==> src/rtl/ccs_pkg.sv <==
`default_nettype none

package ccs_pkg;

    localparam int CharWidth  = 8;
    localparam int ClassWidth = 2;

    localparam logic [CharWidth-1:0] CH_QUOTE   = 8'h22;
    localparam logic [CharWidth-1:0] CH_STAR    = 8'h2A;
    localparam logic [CharWidth-1:0] CH_SLASH   = 8'h2F;
    localparam logic [CharWidth-1:0] CH_NEWLINE = 8'h0A;

    localparam logic [ClassWidth-1:0] CLASS_CODE    = 2'd0;
    localparam logic [ClassWidth-1:0] CLASS_STRING  = 2'd1;
    localparam logic [ClassWidth-1:0] CLASS_COMMENT = 2'd2;

    // One labelled byte as it leaves the block.
    typedef struct packed {
        logic [CharWidth-1:0]  out_char;
        logic [ClassWidth-1:0] char_class;
        logic                  last;
    } result_t;

    // What the lexer makes of one input beat: up to two results, in order.
    typedef struct packed {
        logic [1:0] count;
        result_t    first;
        result_t    second;
    } lex_out_t;

endpackage

`default_nettype wire

==> src/rtl/ccs_in_if.sv <==
`default_nettype none

interface ccs_in_if;

    logic                          valid;
    logic                          ready;
    logic [ccs_pkg::CharWidth-1:0] ch;
    logic                          end_of_text;

    modport source (output valid, output ch, output end_of_text, input ready);
    modport sink   (input valid, input ch, input end_of_text, output ready);

endinterface

`default_nettype wire

==> src/rtl/ccs_out_if.sv <==
`default_nettype none

interface ccs_out_if;

    logic                           valid;
    logic                           ready;
    logic [ccs_pkg::CharWidth-1:0]  out_char;
    logic [ccs_pkg::ClassWidth-1:0] char_class;
    logic                           last;

    modport source (output valid, output out_char, output char_class, output last,
                    input ready);
    modport sink   (input valid, input out_char, input char_class, input last,
                    output ready);

endinterface

`default_nettype wire

==> src/rtl/ccs_lexer.sv <==
`default_nettype none

module ccs_lexer (
    input  wire logic                          clk,
    input  wire logic                          rst_n,
    input  wire logic                          advance,
    input  wire logic [ccs_pkg::CharWidth-1:0] ch,
    input  wire logic                          end_of_text,
    output ccs_pkg::lex_out_t                  lex
);

    localparam logic [2:0] MODE_CODE   = 3'd0;
    localparam logic [2:0] MODE_SLASH  = 3'd1;
    localparam logic [2:0] MODE_STRING = 3'd2;
    localparam logic [2:0] MODE_LINE   = 3'd3;
    localparam logic [2:0] MODE_BLOCK  = 3'd4;
    localparam logic [2:0] MODE_STAR   = 3'd5;

    logic [2:0]       mode_reg;
    logic [2:0]       mode_next;
    ccs_pkg::result_t r0;
    ccs_pkg::result_t r1;
    logic [1:0]       n;

    always_comb
    begin
        mode_next = mode_reg;
        n         = 2'd0;
        r0        = '{out_char: ch, char_class: ccs_pkg::CLASS_CODE, last: 1'b0};
        r1        = '{out_char: ch, char_class: ccs_pkg::CLASS_CODE, last: 1'b0};

        case (mode_reg)
            MODE_SLASH:
            begin
                if (ch == ccs_pkg::CH_SLASH || ch == ccs_pkg::CH_STAR)
                begin
                    r0.out_char   = ccs_pkg::CH_SLASH;
                    r0.char_class = ccs_pkg::CLASS_COMMENT;
                    r1.char_class = ccs_pkg::CLASS_COMMENT;
                    n             = 2'd2;
                    mode_next     = (ch == ccs_pkg::CH_SLASH) ? MODE_LINE : MODE_BLOCK;
                end
                else
                begin
                    // The held slash was plain code; the new byte starts afresh.
                    r0.out_char = ccs_pkg::CH_SLASH;
                    if (ch == ccs_pkg::CH_QUOTE)
                    begin
                        r1.char_class = ccs_pkg::CLASS_STRING;
                        n             = 2'd2;
                        mode_next     = MODE_STRING;
                    end
                    else if (ch == ccs_pkg::CH_SLASH)
                    begin
                        n         = 2'd1;
                        mode_next = MODE_SLASH;
                    end
                    else
                    begin
                        n         = 2'd2;
                        mode_next = MODE_CODE;
                    end
                end
            end
            MODE_STRING:
            begin
                r0.char_class = ccs_pkg::CLASS_STRING;
                n             = 2'd1;
                if (ch == ccs_pkg::CH_QUOTE)
                    mode_next = MODE_CODE;
            end
            MODE_LINE:
            begin
                n = 2'd1;
                if (ch == ccs_pkg::CH_NEWLINE)
                    mode_next = MODE_CODE;
                else
                    r0.char_class = ccs_pkg::CLASS_COMMENT;
            end
            MODE_BLOCK:
            begin
                r0.char_class = ccs_pkg::CLASS_COMMENT;
                n             = 2'd1;
                if (ch == ccs_pkg::CH_STAR)
                    mode_next = MODE_STAR;
            end
            MODE_STAR:
            begin
                r0.char_class = ccs_pkg::CLASS_COMMENT;
                n             = 2'd1;
                if (ch == ccs_pkg::CH_SLASH)
                    mode_next = MODE_CODE;
                else if (ch != ccs_pkg::CH_STAR)
                    mode_next = MODE_BLOCK;
            end
            default:
            begin
                if (ch == ccs_pkg::CH_QUOTE)
                begin
                    r0.char_class = ccs_pkg::CLASS_STRING;
                    n             = 2'd1;
                    mode_next     = MODE_STRING;
                end
                else if (ch == ccs_pkg::CH_SLASH)
                begin
                    mode_next = MODE_SLASH;
                end
                else
                begin
                    n         = 2'd1;
                    mode_next = MODE_CODE;
                end
            end
        endcase

        // At the end of the text a slash still held goes out as code.
        if (end_of_text)
        begin
            if (mode_next == MODE_SLASH)
            begin
                if (n == 2'd0)
                begin
                    r0.out_char   = ccs_pkg::CH_SLASH;
                    r0.char_class = ccs_pkg::CLASS_CODE;
                    n             = 2'd1;
                end
                else
                begin
                    r1.out_char   = ccs_pkg::CH_SLASH;
                    r1.char_class = ccs_pkg::CLASS_CODE;
                    n             = 2'd2;
                end
            end
            mode_next = MODE_CODE;
        end

        r0.last = (n == 2'd1);
        r1.last = 1'b1;
    end

    always_ff @(posedge clk or negedge rst_n)
    begin
        if (!rst_n)
            mode_reg <= MODE_CODE;
        else if (advance)
            mode_reg <= mode_next;
    end

    assign lex.count  = n;
    assign lex.first  = r0;
    assign lex.second = r1;

endmodule

`default_nettype wire

==> src/rtl/ccs_result_buf.sv <==
`default_nettype none

module ccs_result_buf (
    input  wire logic              clk,
    input  wire logic              rst_n,
    input  wire logic              load,
    input  wire ccs_pkg::lex_out_t lex,
    input  wire logic              take,
    output logic                   can_load,
    output logic                   has_data,
    output ccs_pkg::result_t       head
);

    ccs_pkg::result_t slot0_reg;
    ccs_pkg::result_t slot1_reg;
    logic [1:0]       count_reg;
    logic [1:0]       count_next;
    logic             pop;

    assign has_data = (count_reg != 2'd0);
    assign pop      = has_data && take;
    // A new beat may land when the buffer will be empty by the end of this cycle.
    assign can_load = (count_reg == 2'd0) || (count_reg == 2'd1 && take);
    assign head     = slot0_reg;

    always_comb
    begin
        count_next = count_reg;
        if (load)
            count_next = lex.count;
        else if (pop)
            count_next = count_reg - 2'd1;
    end

    always_ff @(posedge clk or negedge rst_n)
    begin
        if (!rst_n)
            count_reg <= 2'd0;
        else
            count_reg <= count_next;
    end

    always_ff @(posedge clk)
    begin
        if (load)
        begin
            slot0_reg <= lex.first;
            slot1_reg <= lex.second;
        end
        else if (pop)
        begin
            slot0_reg <= slot1_reg;
        end
    end

endmodule

`default_nettype wire

==> src/rtl/code_comment_splitter.sv <==
`default_nettype none

// Channel  | Dir | Payload                            | Beat
// ---------+-----+------------------------------------+------------------------------
// text     | in  | ch[7:0], end_of_text               | one source byte
// labels   | out | out_char[7:0], char_class[1:0], last| one labelled byte
//
// A byte is classified in the cycle it is accepted and its zero, one or two results
// land in a two-entry result buffer; the first result is visible the next cycle.
// A byte that yields one result can follow every cycle while labels.ready is high;
// a byte that yields two holds the input while the buffer drains.
// rst_n clears the lexer mode (code, no held slash) and empties the result buffer.
// A stall on labels holds the buffer and, once it is not about to empty, text.ready.
module code_comment_splitter (
    input  wire logic clk,
    input  wire logic rst_n,
    ccs_in_if.sink    text,
    ccs_out_if.source labels
);

    ccs_pkg::lex_out_t lex;
    ccs_pkg::result_t  head;
    logic              can_load;
    logic              has_data;
    logic              advance;

    assign text.ready = can_load;
    assign advance    = text.valid && can_load;

    ccs_lexer u_lexer (
        .clk         (clk),
        .rst_n       (rst_n),
        .advance     (advance),
        .ch          (text.ch),
        .end_of_text (text.end_of_text),
        .lex         (lex)
    );

    ccs_result_buf u_result_buf (
        .clk      (clk),
        .rst_n    (rst_n),
        .load     (advance),
        .lex      (lex),
        .take     (labels.ready),
        .can_load (can_load),
        .has_data (has_data),
        .head     (head)
    );

    assign labels.valid      = has_data;
    assign labels.out_char   = head.out_char;
    assign labels.char_class = head.char_class;
    assign labels.last       = head.last;

endmodule

`default_nettype wire
==> src/flat_wrapper.sv <==
// flat-port wrapper written by rule: the top's interface ports become plain ports
module code_comment_splitter_flat 
  (clk, rst_n, text_valid, text_ch, text_end_of_text, text_ready, labels_valid, labels_out_char, labels_char_class, labels_last, labels_ready);
  ccs_in_if text_i ();
  ccs_out_if labels_i ();
  input  wire logic clk;
  input  wire logic rst_n;
  input wire logic [$bits(text_i.valid)-1:0] text_valid;
  input wire logic [$bits(text_i.ch)-1:0] text_ch;
  input wire logic [$bits(text_i.end_of_text)-1:0] text_end_of_text;
  output wire logic [$bits(text_i.ready)-1:0] text_ready;
  output wire logic [$bits(labels_i.valid)-1:0] labels_valid;
  output wire logic [$bits(labels_i.out_char)-1:0] labels_out_char;
  output wire logic [$bits(labels_i.char_class)-1:0] labels_char_class;
  output wire logic [$bits(labels_i.last)-1:0] labels_last;
  input wire logic [$bits(labels_i.ready)-1:0] labels_ready;
  assign text_i.valid = text_valid;
  assign text_i.ch = text_ch;
  assign text_i.end_of_text = text_end_of_text;
  assign text_ready = text_i.ready;
  assign labels_valid = labels_i.valid;
  assign labels_out_char = labels_i.out_char;
  assign labels_char_class = labels_i.char_class;
  assign labels_last = labels_i.last;
  assign labels_i.ready = labels_ready;
  code_comment_splitter u_core (.clk(clk), .rst_n(rst_n), .text(text_i), .labels(labels_i));
endmodule
==> config.mk <==
export PLATFORM = sky130hd
export DESIGN_NAME = code_comment_splitter_flat
export DESIGN_NICKNAME = d
export VERILOG_FILES = /design/src/rtl/ccs_pkg.sv /design/src/rtl/ccs_in_if.sv /design/src/rtl/ccs_out_if.sv /design/src/rtl/ccs_lexer.sv /design/src/rtl/ccs_result_buf.sv /design/src/rtl/code_comment_splitter.sv /design/src/flat_wrapper.sv
export SDC_FILE = /design/constraint.sdc
export NUM_CORES = 1
export LEC_CHECK = 0
export BUFFER_PORTS_ARGS = -buffer_cell sky130_fd_sc_hd__buf_2
export CAP_MARGIN = 20
export CELL_PAD_IN_SITES_DETAIL_PLACEMENT = 0
export CELL_PAD_IN_SITES_GLOBAL_PLACEMENT = 1
export CORE_ASPECT_RATIO = 0.7
export CORE_MARGIN = 5
export CORE_UTILIZATION = 45
export DETAILED_ROUTE_END_ITERATION = 8
export PLACE_DENSITY_LB_ADDON = 0.12
export SLEW_MARGIN = 15
export SYNTH_ARGS = -nofsm -noshare
export SYNTH_HDL_FRONTEND = slang
export SYNTH_SLANG_ARGS = --single-unit
==> constraint.sdc <==
create_clock -name clk -period 2.7 [get_ports clk]
set_clock_uncertainty 0.15 [all_clocks]
set_input_delay 0.54 -clock clk [delete_from_list [all_inputs] [get_ports clk]]
set_output_delay 0.54 -clock clk [all_outputs]
set_load 0.02 [all_outputs]
Word-level counts from Yosys, hierarchy flattened
Cells that the tools add are included.
{ "classes": {"eq_ne": 13, "reduce_logical": 11, "add_sub_neg": 1, "mux": 37} }
{ "op_table": {"columns": ["operator", "n"], "rows": [
  ["two-way mux 10 bit", 6],
  ["two-way mux 2 bit", 13],
  ["== test 8 x 6 -> 1 bit (second input constant)", 3],
  ["two-way mux 3 bit", 8],
  ["two-way mux 11 bit", 2],
  ["case mux 3 bit (5 select lines)", 1],
  ["== test 8 x 4 -> 1 bit (second input constant)", 1],
  ["two-way mux 8 bit", 1],
  ["inequality test 8 x 6 -> 1 bit (second input constant)", 1],
  ["case mux 2 bit (4 select lines)", 1],
  ["== test 3 x 1 -> 1 bit (second input constant)", 2],
  ["== test 3 x 2 -> 1 bit (second input constant)", 2],
  ["== test 3 bit (second input constant)", 2],
  ["== test 2 x 1 -> 1 bit (second input constant)", 2],
  ["zero test 2 bit", 2],
  ["two-way mux 1 bit", 4],
  ["case mux 2 bit (2 select lines)", 1],
  ["nonzero test 2 bit", 2],
  ["OR reduction 4 bit", 1],
  ["logical AND 1 bit", 3],
  ["logical OR 1 bit", 2],
  ["OR reduction 2 bit", 1],
  ["subtractor 2 x 1 -> 2 bit (second input constant)", 1]
]} }
{ "word_totals": {"elab_cells": 69, "regBits": 26, "inputBits": 13, "output_inout_bits": 13} }

Logic depth before layout (Yosys ltp)
Gate-level depths: netlist of the first run.
{ "logic_depth": {"word_depth": 11, "depth_mapped": 8, "ltp_nobuf": 8} }

Modules after synthesis
From an unflattened synthesis of the first run, not the netlist that was laid out.
{ "hier_totals": {"cells_unflattened": 128, "hier_area_um2": 1510.2} }
{ "modules_own_cells": {"columns": ["mod", "area_per_inst_um2", "seq_area_each_um2", "instances", "cells_each"], "rows": [
  ["ccs_result_buf", 957.2, 710.7, 1, 53],
  ["ccs_lexer", 546.8, 75.1, 1, 74],
  ["code_comment_splitter", 6.3, 0.0, 1, 1]
]} }

Worst setup path after synthesis of the first run
Ideal clock, no wire load.
{ "synth_path": {"path_kind": "register -> register", "start": "register u_core.u_result_buf.count_reg[0]", "end": "register u_core.u_result_buf.slot1_reg[10] (netlist name) (enable)", "t_arrival_ns": 1.603, "required_ns": 2.256, "period_less_slack_ns": 2.047, "setup_time_ns": 0.294, "path_stages_with_launch": 8, "n_path_buf": 1, "setup_slack_ns": 0.653, "path_cell_list": "dfrtp_1 inv_1 ha_1 inv_1 nand2_1 nand2_1 clkbuf_1 inv_1"} }
{ "synth_via": {"elab_chain_cells": 4, "word_cells_on_any_way": 5, "cone_classes": "1 x eq/ne; 4 x reduce/logical"} }
{ "synth_lines": {"columns": ["element", "line_no", "rtl"], "rows": [
  ["start, declared", "ccs_result_buf.sv:16", "logic [1:0] count_reg;"],
  ["start signal, assigned", "ccs_result_buf.sv:40", "count_reg <= count_next;"],
  ["== test 2 x 1 -> 1 bit", "ccs_result_buf.sv:23", "assign can_load = (count_reg == 2'd0) || (count_reg == 2'd1 && take);"],
  ["logical AND 1 bit", "ccs_result_buf.sv:23", null],
  ["logical OR 1 bit *", "ccs_result_buf.sv:23", null],
  ["net text_ready", "flat_wrapper.sv:11", "output wire logic [$bits(text_i.ready)-1:0] text_ready;"],
  ["logical AND 1 bit *", "code_comment_splitter.sv:28", "assign advance = text.valid && can_load;"],
  ["net u_core.advance", "code_comment_splitter.sv:25", "logic advance;"],
  ["end signal, assigned", "ccs_result_buf.sv:48", "slot1_reg <= lex.second;"],
  ["end, declared", "ccs_result_buf.sv:15", "ccs_pkg::result_t slot1_reg;"]
]} }
The timed path passes the listed nets; every way through them passes the cells marked *.
A chain may end at the register's enable or synchronous reset.

Worst setup path in the final report of the first run
{ "layout_path": {"start": "input port text_ch[0]", "end": "register u_core.u_result_buf.slot0_reg, in the netlist u_core.u_result_buf.head[2], data pin"} }
{ "layout_via": {"elab_chain_cells": 10, "word_cells_on_any_way": 31, "cone_classes": "6 x eq/ne; 23 x mux; 2 x reduce/logical"} }
{ "layout_lines": {"columns": ["element", "line_no", "rtl"], "rows": [
  ["start, declared", "flat_wrapper.sv:9", "input wire logic [$bits(text_i.ch)-1:0] text_ch;"],
  ["== test 8 x 6 -> 1 bit", null, null],
  ["two-way mux 2 bit", "ccs_lexer.sv:53", "else if (ch == ccs_pkg::CH_SLASH)"],
  ["two-way mux 2 bit", "ccs_lexer.sv:47", "if (ch == ccs_pkg::CH_QUOTE)"],
  ["two-way mux 2 bit", "ccs_lexer.sv:35", "if (ch == ccs_pkg::CH_SLASH || ch == ccs_pkg::CH_STAR)"],
  ["case mux 2 bit (2 select lines)", "ccs_lexer.sv:32", "case (mode_reg)"],
  ["zero test 2 bit", "ccs_lexer.sv:121", "if (n == 2'd0)"],
  ["two-way mux 10 bit", "ccs_lexer.sv:121", null],
  ["two-way mux 10 bit", "ccs_lexer.sv:119", "if (mode_next == MODE_SLASH)"],
  ["two-way mux 10 bit *", "ccs_lexer.sv:117", "if (end_of_text)"],
  ["two-way mux 11 bit *", "ccs_result_buf.sv:45", "if (load)"],
  ["end signal, assigned", "ccs_result_buf.sv:47", "slot0_reg <= lex.first;"],
  ["end signal, assigned", "ccs_result_buf.sv:52", "slot0_reg <= slot1_reg;"],
  ["end, declared", "ccs_result_buf.sv:14", "ccs_pkg::result_t slot0_reg;"]
]} }
Mark *: on every way between the ends. The rest lies on a longest branch, timed or not.

==> summary.txt, run 1 <==
Slew @ Worst Pin -> 423 ps
Final setup vio count -> 0
Maximum vdd drop -> 0.409 mV
Fmax -> 503 MHz
Crit-path max FO -> 5
Yosys cell types -> 39
Synthesized instance count -> 133
Largest net degree at the start of global routing -> 20
All-Layer GR Usage -> 0.141
Layout cells sized above 1 -> 0.278
H-tree lvl count -> 1
Die X -> 76.0 µm
Die area -> 4270 µm²
Final min period -> 1990 ps
FF-to-FF End -> u_core.u_result_buf.head[0]
Reg2Reg Launch Point -> u_core.u_lexer.mode_reg[2]
Leakage Power -> 0.630 nW
Max cap viols -> 0
CP Launch Type -> primary input
Min-delay src -> text_end_of_text
Synth Register Bits -> 26
Initial antenna violation count -> 0
Post-synth EDFFs -> 21
R2r setup slk -> 730 ps
First-pass GRT wire length -> 4850 µm
Number of top-level pins -> 26
Core Util, Final -> 0.552
Worst Hold End -> u_core.u_lexer.mode_reg[1]
Initial DRC count -> 54
Row Count -> 16
Worst EP arrival -> 1870 ps
Clock-pin slew on the worst setup and hold paths -> 90 ps
Avg Vias per Cell -> 5.45
Asr flop ratio synth -> 0.192
Residual DRC count -> 0
Hold Vio Cnt, Final -> 0
Vias -> 1019
Run status -> completed
First-pass detailed-route iteration total -> 4
Max FFs per register -> 11
Dpl hpwl -> 2070 µm
P per Cell Area -> 833 nW/µm²
P&R area growth vs syn -> 15.4%
Setup TNS Final -> 0 ps
Post-cts resize count -> 0
Synth warnings -> 0
Routed Wire Length -> 2760 µm
Critical Path End Type -> flip-flop
Congestion Overflow GR -> 0
Root Buffer -> clkbuf_8
CTS sink cnt -> 26
Slew HR -> 0.718
Net count reported at finish -> 167
HP Class -> in2reg
Number of fill cells in the layout -> 256
Register area -> 756 µm²
Clk_lat worst skew -> 270 ps
Area of the multi-input gates -> 541 µm²
CTS tree -> done
Final slew viol count -> 0
Synthesized area -> 1370 µm²
Kind of critical path -> in2reg
Core area -> 2860 µm²
Routed WL per cell -> 14.7 µm
Reg2Reg Depth -> 6
Syn avg cell area -> 10.3 µm²
Tcrit/Tclk final -> 0.736
WP data required -> 2580 ps
Final RePlAce weighted congestion -> 0.845
Syn Nets -> 148
Hold Crit Depth -> 2
Sequential share of the synthesized area -> 0.552
Vias in the first global route -> 960
Die Y -> 56.2 µm
N_diodes -> 0
Initial Util -> 0.479
Commonest non-fill, non-tap cell in the layout -> buf_2
Port Buffers -> 25
TritonCTS buffer count -> 3
Post-DRT Antenna Nets -> 0
RSZ-0062 raised after global routing -> false
Clock Path Buffers -> 2
Commonest cells after routing, fill and taps aside -> 25 x buf_2, 23 x nand2_1, 21 x edfxtp_1, 12 x nor2_1, 11 x o21ai_0
Ys flop type -> edfxtp_1
[per-layer routing]
metal,share of wire,up-vias,GRT usage
met5,0,-,0
met4,0.0069,0,0.0381
met3,0.065,2,0.0469
met2,0.42,28,0.204
met1,0.50,475,0.199
li1,-,514,-
[logic make-up after synthesis]
kind of cell,synth area share
AO/OA/AOI/OAI,0.152
adder cells (fa/ha/maj),0.0183
buffers and inverters,0.0539
flip-flops,0.552
multiplexers,0.0164
AND/OR/NAND/NOR,0.208
[Yosys cell counts, types with 2 or more instances]
library cell,n,area share
inv_1,5,0.014
o21ai_0,11,0.040
nor2_1,12,0.033
nand3_1,4,0.015
edfxtp_1,21,0.46
a31oi_1,2,0.0091
ha_1,2,0.018
nor3_1,3,0.011
o31ai_1,2,0.011
mux2_2,2,0.016
o22ai_1,2,0.0091
nand2_1,23,0.063
buf_2,2,0.0073
a211oi_1,2,0.011
clkbuf_1,12,0.033
dfrtp_1,5,0.091
[power by group]
group	switching, mW	internal, mW	total, mW
clock	0.125	0.198	0.324
combinational	0.272	0.128	0.400
sequential	0.0289	0.566	0.595
[through the flow]
step | cell area [µm²] | setup WS, ps | power (mW) | instances | hold slack, ps
after floorplan | 1370 | 653 | 0.874 | 133 | 94.4
after global placement | 1500 | 464 | 1.00 | 182 | 214
after detailed placement | 1500 | 409 | 1.01 | 182 | 214
after CTS | 1580 | 707 | 1.33 | 187 | 341
after global routing | 1580 | 572 | 1.41 | 187 | 342
final | 1580 | 712 | 1.32 | 187 | 353
[worst max-delay path by stage]
stage	cells past startpoint	slack [ps]	start	end
floorplan	7	650	u_core.u_result_buf.count_reg[0]	u_core.u_result_buf.slot1_reg[10]
detailed placement	7	410	text_ch[0]	u_core.u_result_buf.head[2]
global placement	7	460	text_ch[0]	u_core.u_result_buf.head[2]
CTS	7	710	text_ch[0]	u_core.u_result_buf.head[2]
finish	7	710	text_ch[0]	u_core.u_result_buf.head[2]
global route	7	570	text_ch[0]	u_core.u_result_buf.head[2]
[worst max-delay path, stage by stage]
cell	delay (ps)
buf_2	130
nand4bb_1	300
o41ai_2	330
o21ai_2	140
o22a_1	200
o22ai_1	150
o21ai_1	70
[area by class of cell]
cell class,count,area share
inverter,5,0.0119
tap,36,0.0285
timing repair buffer,28,0.0949
sequential,26,0.478
clock buffer,3,0.0261
multi-input combinational,88,0.342
clock inverter,1,0.0190
[what timing repair did]
action | CTS | global route
buffers inserted | 0 | 0
hold endpoints to repair | 5 | 0
hold buffers | 1 | 0
Power figures use the tool's default switching activity.
==> run 2: changes to the inputs <==
--- a/config.mk
+++ b/config.mk
@@ -5,13 +5,14 @@
 export SDC_FILE = /design/constraint.sdc
 export NUM_CORES = 1
 export LEC_CHECK = 0
+export ABC_AREA = 1
 export BUFFER_PORTS_ARGS = -buffer_cell sky130_fd_sc_hd__buf_2
 export CAP_MARGIN = 20
 export CELL_PAD_IN_SITES_DETAIL_PLACEMENT = 0
 export CELL_PAD_IN_SITES_GLOBAL_PLACEMENT = 1
 export CORE_ASPECT_RATIO = 0.7
 export CORE_MARGIN = 5
-export CORE_UTILIZATION = 45
+export CORE_UTILIZATION = 36
 export DETAILED_ROUTE_END_ITERATION = 8
 export PLACE_DENSITY_LB_ADDON = 0.12
 export SLEW_MARGIN = 15
==> constraint.sdc (replaced) <==
create_clock -name clk -period 1.8 [get_ports clk]
set_clock_uncertainty 0.15 [all_clocks]
set_input_delay 0.36 -clock clk [delete_from_list [all_inputs] [get_ports clk]]
set_output_delay 0.36 -clock clk [all_outputs]
set_load 0.02 [all_outputs]
==> run 2 against run 1 <==
Wire length is 0.33% higher. Non-clock buffer count rose by 3. Synthesized area down 2.7%. Combinational power up 150%. Critical path type is now reg2out. Critical endpoint is now text_ready.
==> summary.txt, run 2 <==
Run status -> completed (unchanged)
M1 GR Usage -> 0.165 (was 0.199)
Die Y -> 60.9 µm (was 56.2 µm)
Met2 Resource Use GR -> 0.204 (about the same)
R2r setup slk -> 140 ps (was 730 ps)
Leakage Power -> 0.754 nW (was 0.630 nW)
Largest cells by area after synthesis -> edfxtp_1 47%, nand2_1 13%, dfrtp_1 9.4% (was edfxtp_1 46%, dfrtp_1 9.1%, nand2_1 6.3%)
Routed Wire Length -> 2770 µm (was 2760 µm)
WP data required -> 1290 ps (was 2580 ps)
Crit-path slowest cell -> dfrtp_1 (was o41ai_2)
N_diodes -> 0 (unchanged)
P&R area growth vs syn -> 20.5% (was 15.4%)
Clock-pin slew on the worst setup and hold paths -> 90 ps (about the same)
Max FFs per register -> 11 (unchanged)
Vias in the first global route -> 1015 (was 960)
Maximum vdd drop -> 0.616 mV (was 0.409 mV)
TritonCTS buffer count -> 3 (unchanged)
Syn avg cell area -> 8.71 µm² (was 10.3 µm²)
Port Buffers -> 25 (unchanged)
Clk_lat worst skew -> 270 ps (about the same)
Die area -> 5040 µm² (was 4270 µm²)
Vias -> 1033 (was 1019)
Final slew viol count -> 0 (unchanged)
Initial DRC count -> 56 (was 54)
Placed cells -> 223 (was 182)
First-pass GRT wire length -> 4710 µm (was 4850 µm)
Met3 usage -> 0.0401 (was 0.0469)
Root Buffer -> clkbuf_8 (unchanged)
Asr flop ratio synth -> 0.192 (unchanged)
CP max stage delay -> 420 ps (was 330 ps)
Final non-filler cell total -> 228 (was 187)
Register area -> 756 µm² (unchanged)
Number of fill cells in the layout -> 366 (was 256)
Final hold slack -> 124 ps (was 353 ps)
Layout cells sized above 1 -> 0.270 (was 0.278)
Hold Crit Depth -> 1 (was 2)
Initial antenna violation count -> 0 (unchanged)
Net count reported at finish -> 194 (was 167)
Tcrit/Tclk final -> 0.961
Yosys cell types -> 21 (was 39)
Commonest non-fill, non-tap cell in the layout -> nand2_1 (was buf_2)
Synth top area share -> 0.473 (was 0.460)
Synthesized area -> 1330 µm² (was 1370 µm²)
First-pass detailed-route iteration total -> 4 (unchanged)
Synth Register Bits -> 26 (unchanged)
Post-synth EDFFs -> 21 (unchanged)
Crit-path max FO -> 3 (was 5)
Clock Path Buffers -> 2 (unchanged)
Die X -> 82.7 µm (was 76.0 µm)
HP Class -> in2reg (unchanged)
H-tree lvl count -> 1 (unchanged)
Kind of critical path -> reg2out (was in2reg)
Final min period -> 1730 ps
Congestion Overflow GR -> 0 (unchanged)
Fmax -> 578 MHz
RSZ-0062 raised after global routing -> false (unchanged)
Cell taking the most area after synthesis -> edfxtp_1 (unchanged)
Synth warnings -> 0 (unchanged)
Largest net degree at the start of global routing -> 25 (was 20)
Syn Nets -> 168 (was 148)
Core area -> 3540 µm² (was 2860 µm²)
Initial Util -> 0.377 (was 0.479)
Busiest grt layer -> met2 (unchanged)
Avg Vias per Cell -> 4.53 (was 5.45)
Slew HR -> 0.792 (was 0.718)
Commonest cells after routing, fill and taps aside -> 46 x nand2_1, 24 x buf_2, 21 x edfxtp_1, 18 x nor2_1, 16 x inv_1 (was 25 x buf_2, 23 x nand2_1, 21 x edfxtp_1, 12 x nor2_1, 11 x o21ai_0)
Max cap viols -> 0 (unchanged)
Residual DRC count -> 0 (unchanged)
P per Cell Area -> 1460 nW/µm² (was 833 nW/µm²)
CP Cell Sequence -> ha_1 -> nand2_1 -> nand2_4 -> buf_4 (was buf_2 -> nand4bb_1 -> o41ai_2 -> o21ai_2 -> o22a_1 -> o22ai_1 -> o21ai_1)
Number of top-level pins -> 26 (unchanged)
Critical Path End Type -> primary output (was flip-flop)
Hold Vio Cnt, Final -> 0 (unchanged)
Sequential share of the synthesized area -> 0.567 (was 0.552)
Ys flop type -> edfxtp_1 (unchanged)
Synthesized instance count -> 153 (was 133)
CTS tree -> done (unchanged)
Most common cell in the netlist -> nand2_1 (unchanged)
CP Launch Type -> flip-flop (was primary input)
Dpl hpwl -> 2160 µm (was 2070 µm)
Slew @ Worst Pin -> 310 ps (was 423 ps)
Routed WL per cell -> 12.1 µm (was 14.7 µm)
Setup TNS Final -> 0 ps (unchanged)
Post-synth top cells -> 47 x nand2_1, 21 x edfxtp_1, 18 x inv_1, 18 x nor2_1, 8 x clkbuf_1 (was 23 x nand2_1, 21 x edfxtp_1, 12 x clkbuf_1, 12 x nor2_1, 11 x o21ai_0)
Area of the multi-input gates -> 469 µm² (was 541 µm²)
Post-DRT Antenna Nets -> 0 (unchanged)
Reg2Reg Depth -> 10 (was 6)
All-Layer GR Usage -> 0.125 (was 0.141)
Final RePlAce weighted congestion -> 0.742 (was 0.845)
Worst EP arrival -> 1220 ps (was 1870 ps)
CTS sink cnt -> 26 (unchanged)
Row Count -> 18 (was 16)
Final setup vio count -> 0 (unchanged)
run 2: cell count changes after synthesis, moves of 3 or more:
cell      before  now
nor2_1        12   18
inv_1          5   18
o21ai_0       11    6
nand2_1       23   47
clkbuf_1      12    8
nand2_2        1    5
nor3_1         3    0
run 2: kinds of logic (layout without fill, tap and decap cells):
| kind of cell | after synthesis | after routing | synth area share |
|---|---|---|---|
| flip-flops | 26 | 26 | 0.567 |
| AO/OA/AOI/OAI | 16 | 16 | 0.0742 |
| adder cells (fa/ha/maj) | 2 | 2 | 0.0188 |
| AND/OR/NAND/NOR | 79 | 79 | 0.252 |
| buffers and inverters | 30 | 55 | 0.0883 |
run 2: final cells by class:
type                            instances  area share
Multi-Input combinational cell         97       0.292
Sequential cell                        26       0.471
Clock buffer                            4      0.0343
Tap cell                               50      0.0390
Timing Repair Buffer                   31       0.117
Inverter                               20      0.0468
run 2: per-layer routing:
metal,part of all wire,routed length (µm),vias to the layer above
met3,0.062,172,2
met2,0.44,1230,21
met1,0.49,1360,475
li1,-,-,535
met4,0.0029,8,0
met5,0,0,-
run 2: path summary, 6_finish.rpt:
check,from,end
min,text_ch[7],u_core.u_result_buf.slot1_reg[10]
max reg2reg,u_core.u_result_buf.count_reg[0],u_core.u_result_buf.count_reg[1]
min in group asynchronous,rst_n,u_core.u_lexer.mode_reg[2]
max,u_core.u_result_buf.count_reg[0],text_ready
min reg2reg,u_core.u_result_buf.slot1_reg[2],u_core.u_result_buf.head[2]
max in group asynchronous,rst_n,u_core.u_result_buf.count_reg[1]
run 2: stage by stage:
stage               instance area [µm²]  power [mW]   util  setup WS [ps]
floorplan                          1340        1.63      -           23.9
global placement                   1540        1.96  0.434            108
detailed placement                 1540        1.98  0.434           71.0
CTS                                1600        2.36  0.453           21.3
global route                       1610        2.53  0.454           15.3
finish                             1610        2.34  0.454           71.0
run 2: timing repair:
action	4_1_cts	5_1_grt
hold buffers	1	0
setup endpoints to repair	0	2
buffers inserted	0	0
hold endpoints to repair	5	0
resized for setup	0	3
run 2: worst max-delay path: cells and delay by family, from the launching register on:
kind | cells | cell delay (ps)
adders and majority gates | 1 | 210
and+or+nand+nor | 2 | 160
buffers and inverters | 1 | 150
DFF | 1 | 420
run 2: power by group:
group / switching [mW] / internal (mW)
clock network: 0.183 / 0.196
registers: 0.0665 / 0.901
logic: 0.652 / 0.338
==> run 3: changes to the inputs <==
--- a/config.mk
+++ b/config.mk
@@ -12,7 +12,7 @@
 export CELL_PAD_IN_SITES_GLOBAL_PLACEMENT = 1
 export CORE_ASPECT_RATIO = 0.7
 export CORE_MARGIN = 5
-export CORE_UTILIZATION = 36
+export CORE_UTILIZATION = 40
 export DETAILED_ROUTE_END_ITERATION = 8
 export PLACE_DENSITY_LB_ADDON = 0.12
 export SLEW_MARGIN = 15
==> constraint.sdc (replaced) <==
create_clock -name clk -period 1.78 [get_ports clk]
set_clock_uncertainty 0.15 [all_clocks]
set_input_delay 0.356 -clock clk [delete_from_list [all_inputs] [get_ports clk]]
set_output_delay 0.356 -clock clk [all_outputs]
set_load 0.02 [all_outputs]
==> run 3 against run 2 <==
Sequential share of layout area rose by 0.18 points. Utilization increased by 5.1 points. Global-route usage down 0.52 points.
==> summary.txt, run 3 (synthesis results as in run 2) <==
First-pass detailed-route iteration total -> 4 (unchanged)
H-tree lvl count -> 1 (unchanged)
Die X -> 79.0 µm (was 82.7 µm)
Total power -> 2.35 mW (was 2.34 mW)
Critical Path End Type -> primary output (unchanged)
Final setup vio count -> 0 (unchanged)
Delay-heaviest family, CP -> flip-flops (unchanged)
FF-to-FF End -> u_core.u_result_buf.head[0] (was u_core.u_result_buf.count_reg[1])
Clock Path Buffers -> 2 (unchanged)
WP data required -> 1270 ps (was 1290 ps)
Sw Share -> 0.383 (was 0.386)
Max FFs per register -> 11 (unchanged)
RSZ-0062 raised after global routing -> false (unchanged)
Crit-path slowest cell -> dfrtp_1 (unchanged)
CTS sink cnt -> 26 (unchanged)
Commonest cells after routing, fill and taps aside -> 46 x nand2_1, 24 x buf_2, 21 x edfxtp_1, 18 x nor2_1, 16 x inv_1 (unchanged)
Slew HR -> 0.765 (was 0.792)
Combinational Power Share -> 0.444 (was 0.424)
Slew @ Worst Pin -> 352 ps (was 310 ps)
Maximum vdd drop -> 0.676 mV (was 0.616 mV)
Crit-path max FO -> 3 (unchanged)
Initial Util -> 0.420 (was 0.377)
Hold Vio Cnt, Final -> 0 (unchanged)
Max Used Layer -> met4 (unchanged)
Clock network power share -> 0.143 (was 0.162)
Final RePlAce weighted congestion -> 0.846 (was 0.742)
R2r setup slk -> 150 ps (was 140 ps)
Post-route met1 wirelength -> 1290 µm (was 1360 µm)
Routed WL per cell -> 11.9 µm (was 12.1 µm)
HP Class -> in2reg (unchanged)
WL met3 -> 111 µm (was 172 µm)
Row Count -> 17 (was 18)
Sequential share of power -> 0.413 (was 0.414)
P_int -> 1.45 mW (was 1.43 mW)
Fmax -> 584 MHz
Avg Vias per Cell -> 4.65 (was 4.53)
Largest net degree at the start of global routing -> 19 (was 25)
P&R area growth vs syn -> 20.0% (was 20.5%)
Layout cells sized above 1 -> 0.272 (was 0.270)
Root Buffer -> clkbuf_8 (unchanged)
Initial DRC count -> 28 (was 56)
Post-DRT Antenna Nets -> 0 (unchanged)
Reg2Reg Launch Point -> u_core.u_lexer.mode_reg[1] (was u_core.u_result_buf.count_reg[0])
Net count reported at finish -> 196 (was 194)
Routed Wire Length -> 2600 µm (was 2770 µm)
Port Buffers -> 25 (unchanged)
Number of top-level pins -> 26 (unchanged)
Met2 routed WL -> 1180 µm (was 1230 µm)
Worst EP arrival -> 1210 ps (was 1220 ps)
Run status -> completed (unchanged)
Core area -> 3170 µm² (was 3540 µm²)
Final slew viol count -> 0 (unchanged)
Commonest non-fill, non-tap cell in the layout -> nand2_1 (unchanged)
Final min period -> 1710 ps
TritonCTS buffer count -> 3 (unchanged)
Tcrit/Tclk final -> 0.962
Initial antenna violation count -> 0 (unchanged)
Leakage Power -> 0.758 nW (was 0.754 nW)
Reg2Reg Depth -> 10 (unchanged)
Residual DRC count -> 0 (unchanged)
Clk_lat worst skew -> 260 ps (was 270 ps)
Clock-pin slew on the worst setup and hold paths -> 90 ps (about the same)
Max cap viols -> 0 (unchanged)
CTS tree -> done (unchanged)
Hold Crit Depth -> 1 (unchanged)
Worst Hold End -> u_core.u_result_buf.slot1_reg[9] (was u_core.u_result_buf.slot1_reg[10])
CP Launch Type -> flip-flop (unchanged)
Die Y -> 58.3 µm (was 60.9 µm)
Setup TNS Final -> 0 ps (unchanged)
Final hold slack -> 130 ps (was 124 ps)
Dpl hpwl -> 2050 µm (was 2160 µm)
Kind of critical path -> reg2out (unchanged)
CP Cell Sequence -> inv_1 -> ha_2 -> inv_2 -> nand2_4 -> buf_4 (was ha_1 -> nand2_1 -> nand2_4 -> buf_4)
Vias -> 1014 (was 1033)
All-Layer GR Usage -> 0.119 (was 0.125)
Buffers plus inverters on the worst setup path -> 3 (was 1)
Vias in the first global route -> 949 (was 1015)
First-pass GRT wire length -> 4310 µm (was 4710 µm)
Die area -> 4600 µm² (was 5040 µm²)
Congestion Overflow GR -> 0 (unchanged)
Min-delay src -> text_ch[6] (was text_ch[7])
NetSw -> 0.900 mW (was 0.902 mW)
N_diodes -> 0 (unchanged)
CP max stage delay -> 410 ps (was 420 ps)
P per Cell Area -> 1470 nW/µm² (was 1460 nW/µm²)
## run 3: worst max path at each step
stage	start	endpoint	slack [ps]	cells after the start
2_1_floorplan	u_core.u_result_buf.count_reg[0]	u_core.u_result_buf.head[6]	4	9
3_3_place_gp	text_ch[4]	u_core.u_result_buf.head[0]	90	11
3_5_place_dp	text_ch[4]	u_core.u_result_buf.head[0]	30	11
4_1_cts	u_core.u_result_buf.count_reg[0]	text_ready	10	5
5_1_grt	u_core.u_result_buf.count_reg[0]	text_ready	9	5
6_report	u_core.u_result_buf.count_reg[0]	text_ready	70	5
## run 3: through the flow
stage,instances,cell area (µm²),utilization,setup slack (ps)
finish,218,1600,0.505,67.5
global route,218,1600,0.505,9.34
CTS,217,1580,0.499,14.4
detailed placement,212,1530,0.482,34.5
global placement,212,1530,0.482,89.9
floorplan,153,1340,-,3.94
## run 3: layout make-up
type	instances	area, µm²
repair buffers	33	206
clock buffers	4	45.0
flip-flops and latches	26	756
fillers	320	1570
well taps	38	47.5
inverters	20	75.1
multi-input cells	97	469
## run 3: power groups by stage
stage,Combinational [mW],Sequential [mW],Clock [mW]
finish,1.04,0.970,0.336
global route,1.15,0.989,0.376
CTS,1.02,0.973,0.356
detailed placement,1.02,0.987,0
global placement,1.01,0.983,0
floorplan,0.531,1.12,0
## run 3: timing repair
action / in CTS / in global routing
hold buffers: 1 / 0
hold endpoints to repair: 5 / 0
resized for setup: 0 / 5
setup endpoints to repair: 0 / 6
buffers inserted: 0 / 1
## run 3: routing by layer
metal,vias to the layer above,track usage
met5,-,0
met2,18,0.199
met1,455,0.154
li1,539,-
met4,0,0.0294
met3,2,0.0352
